## config.mk

```make
export PLATFORM = sky130hd
export DESIGN_NAME = ball_follow_steering_unit
export DESIGN_NICKNAME = d
export VERILOG_FILES = /design/src/rtl/core/bfs_pkg.sv /design/src/rtl/core/bfs_steer.sv /design/src/rtl/core/bfs_track.sv /design/src/rtl/core/ball_follow_steering_unit.sv
export SDC_FILE = /design/constraint.sdc
export NUM_CORES = 1
export LEC_CHECK = 0
export ABC_AREA = 1
export BUFFER_PORTS_ARGS = -buffer_cell sky130_fd_sc_hd__buf_2
export CORE_MARGIN = 1.5
export CORE_UTILIZATION = 31
export DETAILED_ROUTE_END_ITERATION = 12
export PLACE_DENSITY = 0.49
export SYNTH_ARGS = -nofsm -noshare
export SYNTH_HDL_FRONTEND = slang
export SYNTH_SLANG_ARGS = --single-unit
```

## constraint.sdc

```tcl
create_clock -name clk_i -period 14.8 [get_ports clk_i]
set_input_delay 1.48 -clock clk_i [delete_from_list [all_inputs] [get_ports clk_i]]
set_output_delay 1.48 -clock clk_i [all_outputs]
set_load 0.005 [all_outputs]
```

## src/rtl/core/bfs_pkg.sv

```systemverilog
// bfs_pkg: shared types and constants for the ball follow steering unit.
// No dependencies; used by every module under rtl/core.
`timescale 1ns / 1ps

package bfs_pkg;

  localparam int RADIUS_W = 16;
  localparam int X_W      = 8;
  localparam int DRIVE_W  = 7;
  localparam int MISS_W   = 3;
  localparam int CFG_AW   = 3;

  // register map
  localparam logic REG_STOP_RADIUS = 1'b0;

  localparam logic [RADIUS_W-1:0] STOP_RADIUS_RST = 16'd40;
  localparam logic [DRIVE_W-1:0]  DRIVE_FULL      = 7'd100;
  localparam logic [DRIVE_W-1:0]  DRIVE_BASE      = 7'd40;
  localparam logic [DRIVE_W-1:0]  DRIVE_OFF       = 7'd0;
  localparam logic [MISS_W-1:0]   MISS_LIMIT      = 3'd4;

  typedef enum logic [1:0] {
    OP_BALL    = 2'd0,
    OP_EMPTY   = 2'd1,
    OP_TIMEOUT = 2'd2,
    OP_CLEAR   = 2'd3
  } op_e;

  typedef enum logic [1:0] {
    ACT_STEER   = 2'd0,
    ACT_CLOSE   = 2'd1,
    ACT_LOST    = 2'd2,
    ACT_TIMEOUT = 2'd3
  } action_e;

  typedef struct packed {
    op_e                 opcode;
    logic [RADIUS_W-1:0] ball_radius;
    logic [X_W-1:0]      ball_x;
    logic                last_ball;
  } item_t;

  typedef struct packed {
    logic [DRIVE_W-1:0] left_drive;
    logic [DRIVE_W-1:0] right_drive;
    action_e            action;
  } result_t;

endpackage

```

## src/rtl/core/bfs_steer.sv

```systemverilog
// bfs_steer: maps a target x position to left/right drive levels.
// Depends on bfs_pkg. Purely combinational.
`timescale 1ns / 1ps

module bfs_steer #(
  parameter int IMAGE_CENTER = 80
) (
  input  logic [bfs_pkg::X_W-1:0]     x_i,
  output logic [bfs_pkg::DRIVE_W-1:0] left_o,
  output logic [bfs_pkg::DRIVE_W-1:0] right_o
);

  // distance width covers both |C - 0| and |255 - C|
  localparam int D_W     = $clog2(IMAGE_CENTER + 256);
  // reciprocal of C, exact for every 60*d below 60*C
  localparam int SHIFT   = $clog2(60 * IMAGE_CENTER * IMAGE_CENTER);
  localparam int RECIP   = ((1 << SHIFT) + IMAGE_CENTER - 1) / IMAGE_CENTER;
  localparam int RECIP60 = 60 * RECIP;
  localparam int R_W     = $clog2(RECIP60 + 1);
  localparam int P_W     = D_W + R_W;

  localparam logic [D_W-1:0]   CENTER    = D_W'(IMAGE_CENTER);
  localparam logic [D_W+3:0]   CENTER_W  = (D_W+4)'(IMAGE_CENTER);
  localparam logic [D_W+3:0]   DEAD_MULT = (D_W+4)'(10);
  localparam logic [P_W-1:0]   RECIP_W   = P_W'(RECIP60);

  logic [D_W-1:0]                 x_ext;
  logic                           below;
  logic [D_W-1:0]                 offset;
  logic [D_W+3:0]                 offset10;
  logic                           dead;
  logic                           sat;
  logic [P_W-1:0]                 prod;
  logic [5:0]                     quo;
  logic [bfs_pkg::DRIVE_W-1:0]    level;

  assign x_ext    = D_W'(x_i);
  assign below    = x_ext < CENTER;
  assign offset   = below ? (CENTER - x_ext) : (x_ext - CENTER);
  assign offset10 = (D_W+4)'(offset) * DEAD_MULT;
  assign dead     = offset10 <= CENTER_W;
  // d >= C means 60*d/C >= 60, so the level clips to full
  assign sat      = offset >= CENTER;
  assign prod     = P_W'(offset) * RECIP_W;
  assign quo      = prod[SHIFT +: 6];
  assign level    = sat ? bfs_pkg::DRIVE_FULL
                        : bfs_pkg::DRIVE_BASE + bfs_pkg::DRIVE_W'(quo);

  always_comb begin
    if (dead) begin
      left_o  = bfs_pkg::DRIVE_FULL;
      right_o = bfs_pkg::DRIVE_FULL;
    end else if (below) begin
      left_o  = bfs_pkg::DRIVE_OFF;
      right_o = level;
    end else begin
      left_o  = level;
      right_o = bfs_pkg::DRIVE_OFF;
    end
  end

endmodule

```

## src/rtl/core/bfs_track.sv

```systemverilog
// bfs_track: frame tracking state (running max, held x, miss count, lock)
// and the frame decision. Depends on bfs_pkg and bfs_steer.
`timescale 1ns / 1ps

module bfs_track #(
  parameter int IMAGE_CENTER = 80
) (
  input  logic                            clk_i,
  input  logic                            rst_ni,
  input  logic                            fire_i,
  input  bfs_pkg::item_t                  item_i,
  input  logic [bfs_pkg::RADIUS_W-1:0]    stop_radius_i,
  output logic                            res_valid_o,
  output bfs_pkg::result_t                res_o
);

  logic [bfs_pkg::RADIUS_W-1:0] best_r_q, best_r_d;
  logic [bfs_pkg::X_W-1:0]      best_x_q, best_x_d;
  logic [bfs_pkg::X_W-1:0]      held_x_q, held_x_d;
  logic                         held_v_q, held_v_d;
  logic [bfs_pkg::MISS_W-1:0]   miss_q, miss_d;
  logic                         lock_q, lock_d;

  logic                         is_ball;
  logic                         frame_end;
  logic                         upd;
  logic [bfs_pkg::RADIUS_W-1:0] cur_r;
  logic [bfs_pkg::X_W-1:0]      cur_x;
  logic                         close;
  logic                         none;
  logic                         lost;
  logic [bfs_pkg::X_W-1:0]      x_sel;
  logic [bfs_pkg::DRIVE_W-1:0]  steer_l;
  logic [bfs_pkg::DRIVE_W-1:0]  steer_r;

  assign is_ball   = item_i.opcode == bfs_pkg::OP_BALL;
  assign frame_end = (is_ball && item_i.last_ball) || item_i.opcode == bfs_pkg::OP_EMPTY;
  // first of equal radii wins: strict compare
  assign upd       = is_ball && (item_i.ball_radius > best_r_q);
  assign cur_r     = upd ? item_i.ball_radius : best_r_q;
  assign cur_x     = upd ? item_i.ball_x : best_x_q;
  assign close     = cur_r >= stop_radius_i;
  assign none      = cur_r == '0;
  assign lost      = none && (!held_v_q || miss_q > bfs_pkg::MISS_LIMIT);
  assign x_sel     = none ? held_x_q : cur_x;

  bfs_steer #(
    .IMAGE_CENTER(IMAGE_CENTER)
  ) u_steer (
    .x_i    (x_sel),
    .left_o (steer_l),
    .right_o(steer_r)
  );

  // result
  always_comb begin
    res_valid_o       = 1'b0;
    res_o.left_drive  = bfs_pkg::DRIVE_OFF;
    res_o.right_drive = bfs_pkg::DRIVE_OFF;
    res_o.action      = bfs_pkg::ACT_TIMEOUT;
    if (item_i.opcode == bfs_pkg::OP_TIMEOUT) begin
      res_valid_o = 1'b1;
    end else if (frame_end) begin
      res_valid_o = 1'b1;
      if (close) begin
        res_o.action = bfs_pkg::ACT_CLOSE;
      end else if (lost) begin
        res_o.action = bfs_pkg::ACT_LOST;
      end else if (!lock_q) begin
        res_o.action      = bfs_pkg::ACT_STEER;
        res_o.left_drive  = steer_l;
        res_o.right_drive = steer_r;
      end
    end
  end

  // next state
  always_comb begin
    best_r_d = best_r_q;
    best_x_d = best_x_q;
    held_x_d = held_x_q;
    held_v_d = held_v_q;
    miss_d   = miss_q;
    lock_d   = lock_q;
    unique case (item_i.opcode)
      bfs_pkg::OP_BALL, bfs_pkg::OP_EMPTY: begin
        if (frame_end) begin
          best_r_d = '0;
          best_x_d = '0;
          if (!close && !lost) begin
            held_x_d = x_sel;
            held_v_d = 1'b1;
            miss_d   = none ? miss_q + 1'b1 : '0;
          end
        end else begin
          best_r_d = cur_r;
          best_x_d = cur_x;
        end
      end
      bfs_pkg::OP_TIMEOUT: lock_d = 1'b1;
      bfs_pkg::OP_CLEAR:   lock_d = 1'b0;
      default: ;
    endcase
  end

  always_ff @(posedge clk_i or negedge rst_ni) begin
    if (!rst_ni) begin
      best_r_q <= '0;
      best_x_q <= '0;
      held_x_q <= '0;
      held_v_q <= 1'b0;
      miss_q   <= '0;
      lock_q   <= 1'b0;
    end else if (fire_i) begin
      best_r_q <= best_r_d;
      best_x_q <= best_x_d;
      held_x_q <= held_x_d;
      held_v_q <= held_v_d;
      miss_q   <= miss_d;
      lock_q   <= lock_d;
    end
  end

endmodule

```

## src/rtl/core/ball_follow_steering_unit.sv

```systemverilog
// ball_follow_steering_unit: top level with stream ports and APB register.
// Depends on bfs_pkg, bfs_track and bfs_steer.
`timescale 1ns / 1ps

// Ball follow steering unit. Ball requests (radius, x, last flag) or
// frame-control requests come in on the s_axis side; the unit keeps the
// largest ball of the frame and, at frame end or on a motors timeout, sends
// one drive request (left %, right %, action) on the m_axis side. One request
// is taken every clock cycle unless the output stalls: an input register feeds
// a single pass of decision logic whose answer lands in the output register,
// which drives m_axis_tvalid. Both registers advance together whenever the
// output register is empty or being drained; while a finished result waits,
// one more request can enter the input register, and then the input stalls
// until the result is taken. Requests that give no result (plain ball
// entries, timeout clear) take one pass through the decision stage but
// leave the output register empty. stop_radius sits at APB byte address 0
// (reset 40) and is only to be written while the stream is idle.

module ball_follow_steering_unit #(
  parameter int IMAGE_CENTER = 80
) (
  input  logic        clk_i,
  input  logic        rst_ni,
  // ball requests
  input  logic        s_axis_tvalid,
  output logic        s_axis_tready,
  input  logic [23:0] s_axis_tdata,   // [15:0] ball_radius, [23:16] ball_x
  input  logic [1:0]  s_axis_tuser,   // [1:0] opcode
  input  logic        s_axis_tlast,   // last_ball
  // drive requests
  output logic        m_axis_tvalid,
  input  logic        m_axis_tready,
  output logic [15:0] m_axis_tdata,   // [6:0] left_drive, [13:7] right_drive, [15:14] 0
  output logic [1:0]  m_axis_tuser,   // [1:0] action
  // register port
  input  logic                        psel,
  input  logic                        penable,
  input  logic                        pwrite,
  input  logic [bfs_pkg::CFG_AW-1:0]  paddr,
  input  logic [31:0]                 pwdata,
  output logic [31:0]                 prdata,
  output logic                        pready
);

  logic                              in_valid_q;
  bfs_pkg::item_t                    in_q;
  bfs_pkg::item_t                    in_d;
  logic                              out_valid_q;
  bfs_pkg::result_t                  out_q;
  logic [bfs_pkg::RADIUS_W-1:0]      stop_radius_q;

  logic                              advance;
  logic                              fire;
  logic                              res_valid;
  bfs_pkg::result_t                  res;
  logic                              cfg_wr;
  logic                              reg_sel;

  // ---- APB ----
  assign pready  = 1'b1;
  assign reg_sel = paddr[2] == bfs_pkg::REG_STOP_RADIUS;
  assign cfg_wr  = psel && penable && pwrite && reg_sel;
  assign prdata  = reg_sel ? 32'(stop_radius_q) : 32'd0;

  always_ff @(posedge clk_i or negedge rst_ni) begin
    if (!rst_ni) begin
      stop_radius_q <= bfs_pkg::STOP_RADIUS_RST;
    end else if (cfg_wr) begin
      stop_radius_q <= pwdata[bfs_pkg::RADIUS_W-1:0];
    end
  end

  // ---- pipeline control ----
  // both stages move when the output slot is free or draining
  assign advance       = !out_valid_q || m_axis_tready;
  assign s_axis_tready = !in_valid_q || advance;
  assign fire          = in_valid_q && advance;

  assign in_d.opcode      = bfs_pkg::op_e'(s_axis_tuser);
  assign in_d.ball_radius = s_axis_tdata[15:0];
  assign in_d.ball_x      = s_axis_tdata[23:16];
  assign in_d.last_ball   = s_axis_tlast;

  always_ff @(posedge clk_i or negedge rst_ni) begin
    if (!rst_ni) begin
      in_valid_q <= 1'b0;
    end else if (s_axis_tready) begin
      in_valid_q <= s_axis_tvalid;
    end
  end

  always_ff @(posedge clk_i) begin
    if (s_axis_tready && s_axis_tvalid) begin
      in_q <= in_d;
    end
  end

  bfs_track #(
    .IMAGE_CENTER(IMAGE_CENTER)
  ) u_track (
    .clk_i        (clk_i),
    .rst_ni       (rst_ni),
    .fire_i       (fire),
    .item_i       (in_q),
    .stop_radius_i(stop_radius_q),
    .res_valid_o  (res_valid),
    .res_o        (res)
  );

  always_ff @(posedge clk_i or negedge rst_ni) begin
    if (!rst_ni) begin
      out_valid_q <= 1'b0;
    end else if (advance) begin
      out_valid_q <= fire && res_valid;
    end
  end

  always_ff @(posedge clk_i) begin
    if (fire && res_valid) begin
      out_q <= res;
    end
  end

  assign m_axis_tvalid = out_valid_q;
  assign m_axis_tdata  = {2'b00, out_q.right_drive, out_q.left_drive};
  assign m_axis_tuser  = out_q.action;

  // ---- checks ----
  a_stop_zero: assert property (@(posedge clk_i) disable iff (!rst_ni)
    out_valid_q && out_q.action != bfs_pkg::ACT_STEER |->
      out_q.left_drive == bfs_pkg::DRIVE_OFF && out_q.right_drive == bfs_pkg::DRIVE_OFF)
    else $error("stop result with nonzero drive");

  a_steer_range: assert property (@(posedge clk_i) disable iff (!rst_ni)
    out_valid_q && out_q.action == bfs_pkg::ACT_STEER |->
      out_q.left_drive <= bfs_pkg::DRIVE_FULL && out_q.right_drive <= bfs_pkg::DRIVE_FULL &&
      (out_q.left_drive != bfs_pkg::DRIVE_OFF || out_q.right_drive != bfs_pkg::DRIVE_OFF))
    else $error("steer result out of range");

  a_empty_ready: assert property (@(posedge clk_i) disable iff (!rst_ni)
    !in_valid_q |-> s_axis_tready)
    else $error("input stage empty but not ready");

  a_timeout_out: assert property (@(posedge clk_i) disable iff (!rst_ni)
    fire && in_q.opcode == bfs_pkg::OP_TIMEOUT |=>
      out_valid_q && out_q.action == bfs_pkg::ACT_TIMEOUT)
    else $error("timeout request gave no timeout result");

endmodule
```

# Word-level counts from Yosys, hierarchy flattened
# Cells that the tools add are included.
dict set report totals {
  register_bits 98
  inputBits 69
  output_inout_bits 53
  wordCells 87
}
dict set report op_classes {
  n_addsub 4
  multipliers 2
  order_cmp 6
  eq_ne 3
  n_mux 19
  bitwise_logic 3
  reduce_logical 31
}
# operator count
set op_table {}
lappend op_table {{$mux 16} 3}
lappend op_table {{$mux 7} 5}
lappend op_table {{$mux 8} 3}
lappend op_table {{$mul 9x16->22 const B} 1}
lappend op_table {{$ge 16x16->1} 1}
lappend op_table {{$gt 16x16->1} 1}
lappend op_table {{$logic_not 16->1} 1}
lappend op_table {{$reduce_or 7->1} 2}
lappend op_table {{$le 13x7->1 const B} 1}
lappend op_table {{$mul 9x3->12 const B} 1}
lappend op_table {{$logic_and 1x1->1} 10}
lappend op_table {{$ge 9x7->1 const B} 1}
lappend op_table {{$mux 9} 1}
lappend op_table {{$sub 7x8->9 const A} 1}
lappend op_table {{$sub 8x7->9 const B} 1}
lappend op_table {{$lt 8x7->1 const B} 1}
lappend op_table {{$add 6x6->7 const A} 1}
lappend op_table {{$mux 2} 3}
lappend op_table {{$logic_not 1->1} 5}
lappend op_table {{$reduce_or 5->1} 1}
lappend op_table {{$eq 2x2->1 const B} 2}
lappend op_table {{$logic_or 1x1->1} 4}
lappend op_table {{$reduce_and 2->1} 2}
lappend op_table {{$reduce_and 4->1} 1}
lappend op_table {{other kinds (11)} 15}

# Logic depth before layout (Yosys ltp)
dict set report logic_depth {
  depth_word 12
  mapped_depth 46
  ltp_nobuf 44
}

# By module
# A second synthesis with hierarchy kept.
dict set report unflattened {
  hier_cells 891
  area_unflattened_um2 7005.5
}
# module instances cells_per_inst area_each_um2 seq_area_each_um2
set modules_own_cells {}
lappend modules_own_cells {bfs_track 1 444 3099.2 925.9}
lappend modules_own_cells {ball_follow_steering_unit 1 183 2342.2 1744.2}
lappend modules_own_cells {bfs_steer 1 264 1564.0 0.0}

# Worst setup path before layout
# Ideal clock, no wire load.
dict set report synth_timing {
  path_type {register to register}
  startpoint {reg u_track.best_r_q[14] in the netlist's numbering}
  endpoint {reg out_q, in the netlist m_axis_tdata[12] (data pin)}
  setup_ns 0.262
  arrival_time_ns 4.987
  t_required_ns 14.538
  path_slack_ns 9.552
  path_stages_with_launch 39
  n_path_buf 3
  synth_period_minus_slack_ns 5.248
  path_cell_list {dfrtp_1 > inv_1 > ha_1 > nand2_2 > nor2_4 > nand2_2 > clkinv_1 > nand2_2 > nand2_4 > nand2_4 > buf_6 > nand2_4 > nand2_2 > nor2_2 > nand2_2 > nor2_8 > nand2_4 > buf_6 > (+3 left out) > nand2_2 > nand2_4 > buf_6 > nand2_2 > a21boi_2 > ha_1 > inv_1 > fa_1 > inv_1 > ha_1 > fa_1 > xnor2_1 > inv_1 > ha_1 > xor2_1 > nand4_2 > nand2_1 > a21oi_1}
}
dict set report synth_via {
  elab_chain_cells 12
  word_cells_on_any_way 21
  cone_classes {add/sub (3); mul (2); order compare (5); mux (7); reduce/logical (4)}
}
# element line_no
set synth_rtl {}
lappend synth_rtl {{start: declaration} bfs_track.sv:17} ;# logic [bfs_pkg::RADIUS_W-1:0] best_r_q, best_r_d;
lappend synth_rtl {{start signal: assignment} bfs_track.sv:115} ;# best_r_q <= best_r_d;
lappend synth_rtl {{$gt 16x16->1} bfs_track.sv:39} ;# assign upd = is_ball && (item_i.ball_radius > best_r_q);
lappend synth_rtl {{$logic_and 1x1->1} bfs_track.sv:39}
lappend synth_rtl {{$mux 16} bfs_track.sv:40} ;# assign cur_r = upd ? item_i.ball_radius : best_r_q;
lappend synth_rtl {{$logic_not 16->1} bfs_track.sv:43} ;# assign none = cur_r == '0;
lappend synth_rtl {{$mux 8} bfs_track.sv:45} ;# assign x_sel = none ? held_x_q : cur_x;
lappend synth_rtl {{$sub 8x7->9, or another cell as far along} bfs_steer.sv:39} ;# assign offset = below ? (CENTER - x_ext) : (x_ext - CENTER);
lappend synth_rtl {{$mux 9} bfs_steer.sv:39}
lappend synth_rtl {{$mul 9x16->22} bfs_steer.sv:44} ;# assign prod = P_W'(offset) * RECIP_W;
lappend synth_rtl {{$add 6x6->7} bfs_steer.sv:47} ;# : bfs_pkg::DRIVE_BASE + bfs_pkg::DRIVE_W'(quo);
lappend synth_rtl {{$mux 7} bfs_steer.sv:46} ;# assign level = sat ? bfs_pkg::DRIVE_FULL
lappend synth_rtl {{$mux 7} bfs_steer.sv:53} ;# end else if (below) begin
lappend synth_rtl {{$mux 7} bfs_steer.sv:50} ;# if (dead) begin
lappend synth_rtl {{end signal: assignment} ball_follow_steering_unit.sv:120} ;# out_q <= res;
lappend synth_rtl {{end: declaration} ball_follow_steering_unit.sv:49} ;# bfs_pkg::result_t out_q;
# Parallel ways exist; a longest one is shown, timed or not.
# A chain may end at the register's enable or synchronous reset.

# Worst setup path in the final report
dict set report layout_timing {
  startpoint {reg in_q[20] in the netlist's numbering}
  endpoint {reg out_q, in the netlist m_axis_tdata[1] (data pin)}
}
dict set report layout_via {
  elab_chain_cells 10
  word_cells_on_any_way 19
  cone_classes {add/sub (3); mul (2); order compare (5); mux (5); reduce/logical (4)}
}
# element line_no
set layout_rtl {}
lappend layout_rtl {{start: declaration} ball_follow_steering_unit.sv:46} ;# bfs_pkg::item_t in_q;
lappend layout_rtl {{start signal: assignment} ball_follow_steering_unit.sv:94} ;# in_q <= in_d;
lappend layout_rtl {{$gt 16x16->1} bfs_track.sv:39}
lappend layout_rtl {{$logic_and 1x1->1} bfs_track.sv:39}
lappend layout_rtl {{$mux 16} bfs_track.sv:40}
lappend layout_rtl {{$logic_not 16->1} bfs_track.sv:43}
lappend layout_rtl {{$mux 8} bfs_track.sv:45}
lappend layout_rtl {{$sub 8x7->9, or another cell as far along} bfs_steer.sv:39}
lappend layout_rtl {{$mux 9} bfs_steer.sv:39}
lappend layout_rtl {{$mul 9x16->22 / $mul 9x3->12 (equally long branches)} {bfs_steer.sv:44, bfs_steer.sv:40}}
lappend layout_rtl {{$add 6x6->7 / $le 13x7->1 (equally long branches)} {bfs_steer.sv:47, bfs_steer.sv:41}}
lappend layout_rtl {{$mux 7 / $reduce_or 7->1 (equally long branches)} -}
# Parallel ways exist; a longest one is shown, timed or not.

==> qor.yml <==
layout:
  drive_above_1_share_pct: 23.2
  area_delta_synth_final_pct: 13.9
  fill_cells: 2148
  diodes: 0
  fin_util_pct: 36.2
  multi_input_area_um2: 3250
  layout_common_cells: "99 x inv_1, 99 x nand2_1, 84 x buf_2"
  nNetsFinal: 956
  ff_latch_area_um2: 2670
timing:
  drv_slew: 0
  max_freq_ghz: 0.155
  setup_slack_ns: 8.37
  setup_viol: 0
  finalHoldViolCount: 0
  period_share_pct: 43.5
  rsz0062_at_grt: "no"
  period_minus_slack_ns: 6.43
  tightest_slew_ns: 0.765
  setup_tns_ns: 0
  finClkSkew_ns: 0.0114
  slew_headroom_pct: 49.0
yosys:
  avgSynthCellArea_um2: 8.80
  synth_top_family_by_area: "simple AND/OR/NAND/NOR gates"
  yosysWarnings: 0
  netlist_instances: 739
  synth-compound-area-share_pct: 9.62
  ys_seq_elements: 98
  synthMuxAreaShare_pct: 0
  ys_seq_area_share_pct: 41.1
  synthAdderAreaFrac_pct: 13.4
  syn_area_um2: 6500
  ys_types: 47
  synth-simple-area-share_pct: 24.0
  synth_xor_area_share_pct: 1.75
placement:
  hpwlAfterDp_um: 10800
  placement.io_buffers: 84
  gp_congestion: 0.738
  dpl_worst_slack_ns: 8.33
floorplanning:
  core_region_area_um2: 20400
  row_count: 52
  dieArea_um2: 21800
  initial_core_util_pct: 31.8
  die_x_um: 148
  die_height_um: 148
  io_pins: 122
setup_path:
  cp-end-kind: "flip-flop"
  reg2regPathDepth: 31
  crit_required_ns: 14.90
  worstPathArrival_ns: 6.54
  setup.worst_path.start_class: "flip-flop"
  critPathKind: "reg -> reg"
  slowest_delay_ns: 0.44
  crit_path_frequent_cell: "nand2_1"
  slowest_stage: "edfxtp_1"
  path_max_fanout: 32
route:
  wl_per_cell_um: 13.0
  drcViolationCount: 0
  vias: 4858
  post_drt_via_cell_ratio: 4.44
  initialDrtViolationCount: 195
  firstDrtPassIters: 4
  ant_nets: 0
  wl_um: 14200
status:
  status: "finished, final reports clean"
clocking:
  cts_setup_buffers: 0
  cts_resized: 0
  cts.hold.buffers_added: 0
  cts_buffer_depth: 2
  clk_pin_slew_ns: 0.07
  insertion_delay_ns: 0.35
  clock_sinks: 98
  cts_buffers: 9
  htreeDepth: 3
  cts_tree: "done"
  root_buffer: "clkbuf_16"
global_route:
  grt_max_degree: 56
  grt.overflow.total: 0
  antenna_found_initial: 0
  grt_pass1_vias: 4588
  grt_usage_pct: 13.7
  grt_pass1_wl_um: 23800
power:
  power_mw: 1.66
  power.density_nw_per_um2: 224
  ir_drop_uv: 130
  power_leakage_nw: 3.68
flow_run:
  max_cap_viol_count: 0
worst_hold_path:
  min_path_type: "reg -> reg"
  whs_path_depth: 1
## routing by layer
layer | vias to the layer above | part of all wire [%] | GRT usage [%]
met2 | 95 | 39 | 19.2
met4 | 0 | 0.92 | 4.31
met3 | 8 | 3.2 | 1.82
met5 | - | 0 | 0
met1 | 2204 | 56 | 21.6
li1 | 2551 | - | -
## stage by stage
stage,instance area [um2],hold slack [ns],std cells
after floorplan,6570,0.432,756
after global placement,7120,0.454,1078
after detailed placement,7120,0.445,1078
after CTS,7400,0.470,1094
after global routing,7400,0.504,1094
final,7400,0.465,1094
## Yosys cell counts (all sizes together)
master,n,area (um2)
xnor2,6,52.6
dfstp,2,52.6
xor2,7,61.3
buf,25,200
a21o,1,7.51
o21ai,53,277
o22ai,8,50.1
a21oi,42,214
nand4,9,68.8
clkbuf,12,45.0
dfrtp,53,1330
clkinv,2,7.51
nand2,143,702
conb,2,7.51
a31oi,1,6.26
fa,3,60.1
nand3b,7,52.6
a211oi,2,15.0
edfxtp,43,1290
nand3,56,323
ha,65,813
inv,106,398
nor3,3,15.0
a21boi,2,18.8
or2,2,15.0
o21a,2,15.0
o21bai,2,15.0
and2,2,15.0
o211ai,1,7.51
nor2,77,369
## final timing paths
| path | startpoint | endpoint | slack, ns |
|---|---|---|---|
| setup reg to reg | in_q[20]$_DFFE_PP_ | m_axis_tdata[1]$_SDFFCE_PP0P_ | 8.37 |
| hold reg to reg | u_track.held_v_q$_DFFE_PN0P_ | u_track.held_v_q$_DFFE_PN0P_ | 0.47 |
| hold / removal | u_track.held_v_q$_DFFE_PN0P_ | u_track.held_v_q$_DFFE_PN0P_ | 0.47 |
| setup / recovery | in_q[20]$_DFFE_PP_ | m_axis_tdata[1]$_SDFFCE_PP0P_ | 8.37 |
| max in group asynchronous | rst_ni | stop_radius_q[0]$_DFFE_PN0P_ | 13.01 |
| min in group asynchronous | rst_ni | u_track.best_r_q[13]$_DFFE_PN0P_ | 1.28 |
## report_power, final
part           internal, mW  switching [mW]  total (mW)
clock                 0.118           0.115       0.232
sequential            0.346          0.0226       0.368
combinational         0.419           0.642        1.06
total                 0.882           0.779        1.66
## final cells by class
type / count / area share, %
flip-flops and latches: 98 / 36.1
well taps: 270 / 4.56
clock inverters: 7 / 0.794
inverters: 108 / 5.48
clock buffers: 9 / 3.04
multi-input cells: 513 / 43.9
repair buffers: 89 / 6.19
## cells by family (layout without fill, tap and decap cells)
logic type | after synthesis | count (layout)
XOR/XNOR | 13 | 13
adder cells (fa/ha/maj) | 68 | 68
other | 2 | 19
buffers and inverters | 145 | 213
AND/OR/NAND/NOR | 299 | 299
AO/OA/AOI/OAI | 114 | 114
flip-flops | 98 | 98
## sequential cells by signal, indices dropped and copies added (netlist names)
signal            count
in_q                 27
in_valid_q            1
m_axis_tdata         14
m_axis_tuser          2
m_axis_tvalid         1
stop_radius_q        16
u_track.best_r_q     16
u_track.best_x_q      8
u_track.held_v_q      1
u_track.held_x_q      8
u_track.lock_q        1
u_track.miss_q        3
## worst max-delay path, delay by kind of cell, from the launching register on
family	cells	cell delay (ns)
simple gates	20	2.83
xor+xnor	1	0.40
flops	1	0.44
fa+ha+maj	4	1.26
compound gates	6	1.25
Note: power is estimated with default switching activity, not from simulation.
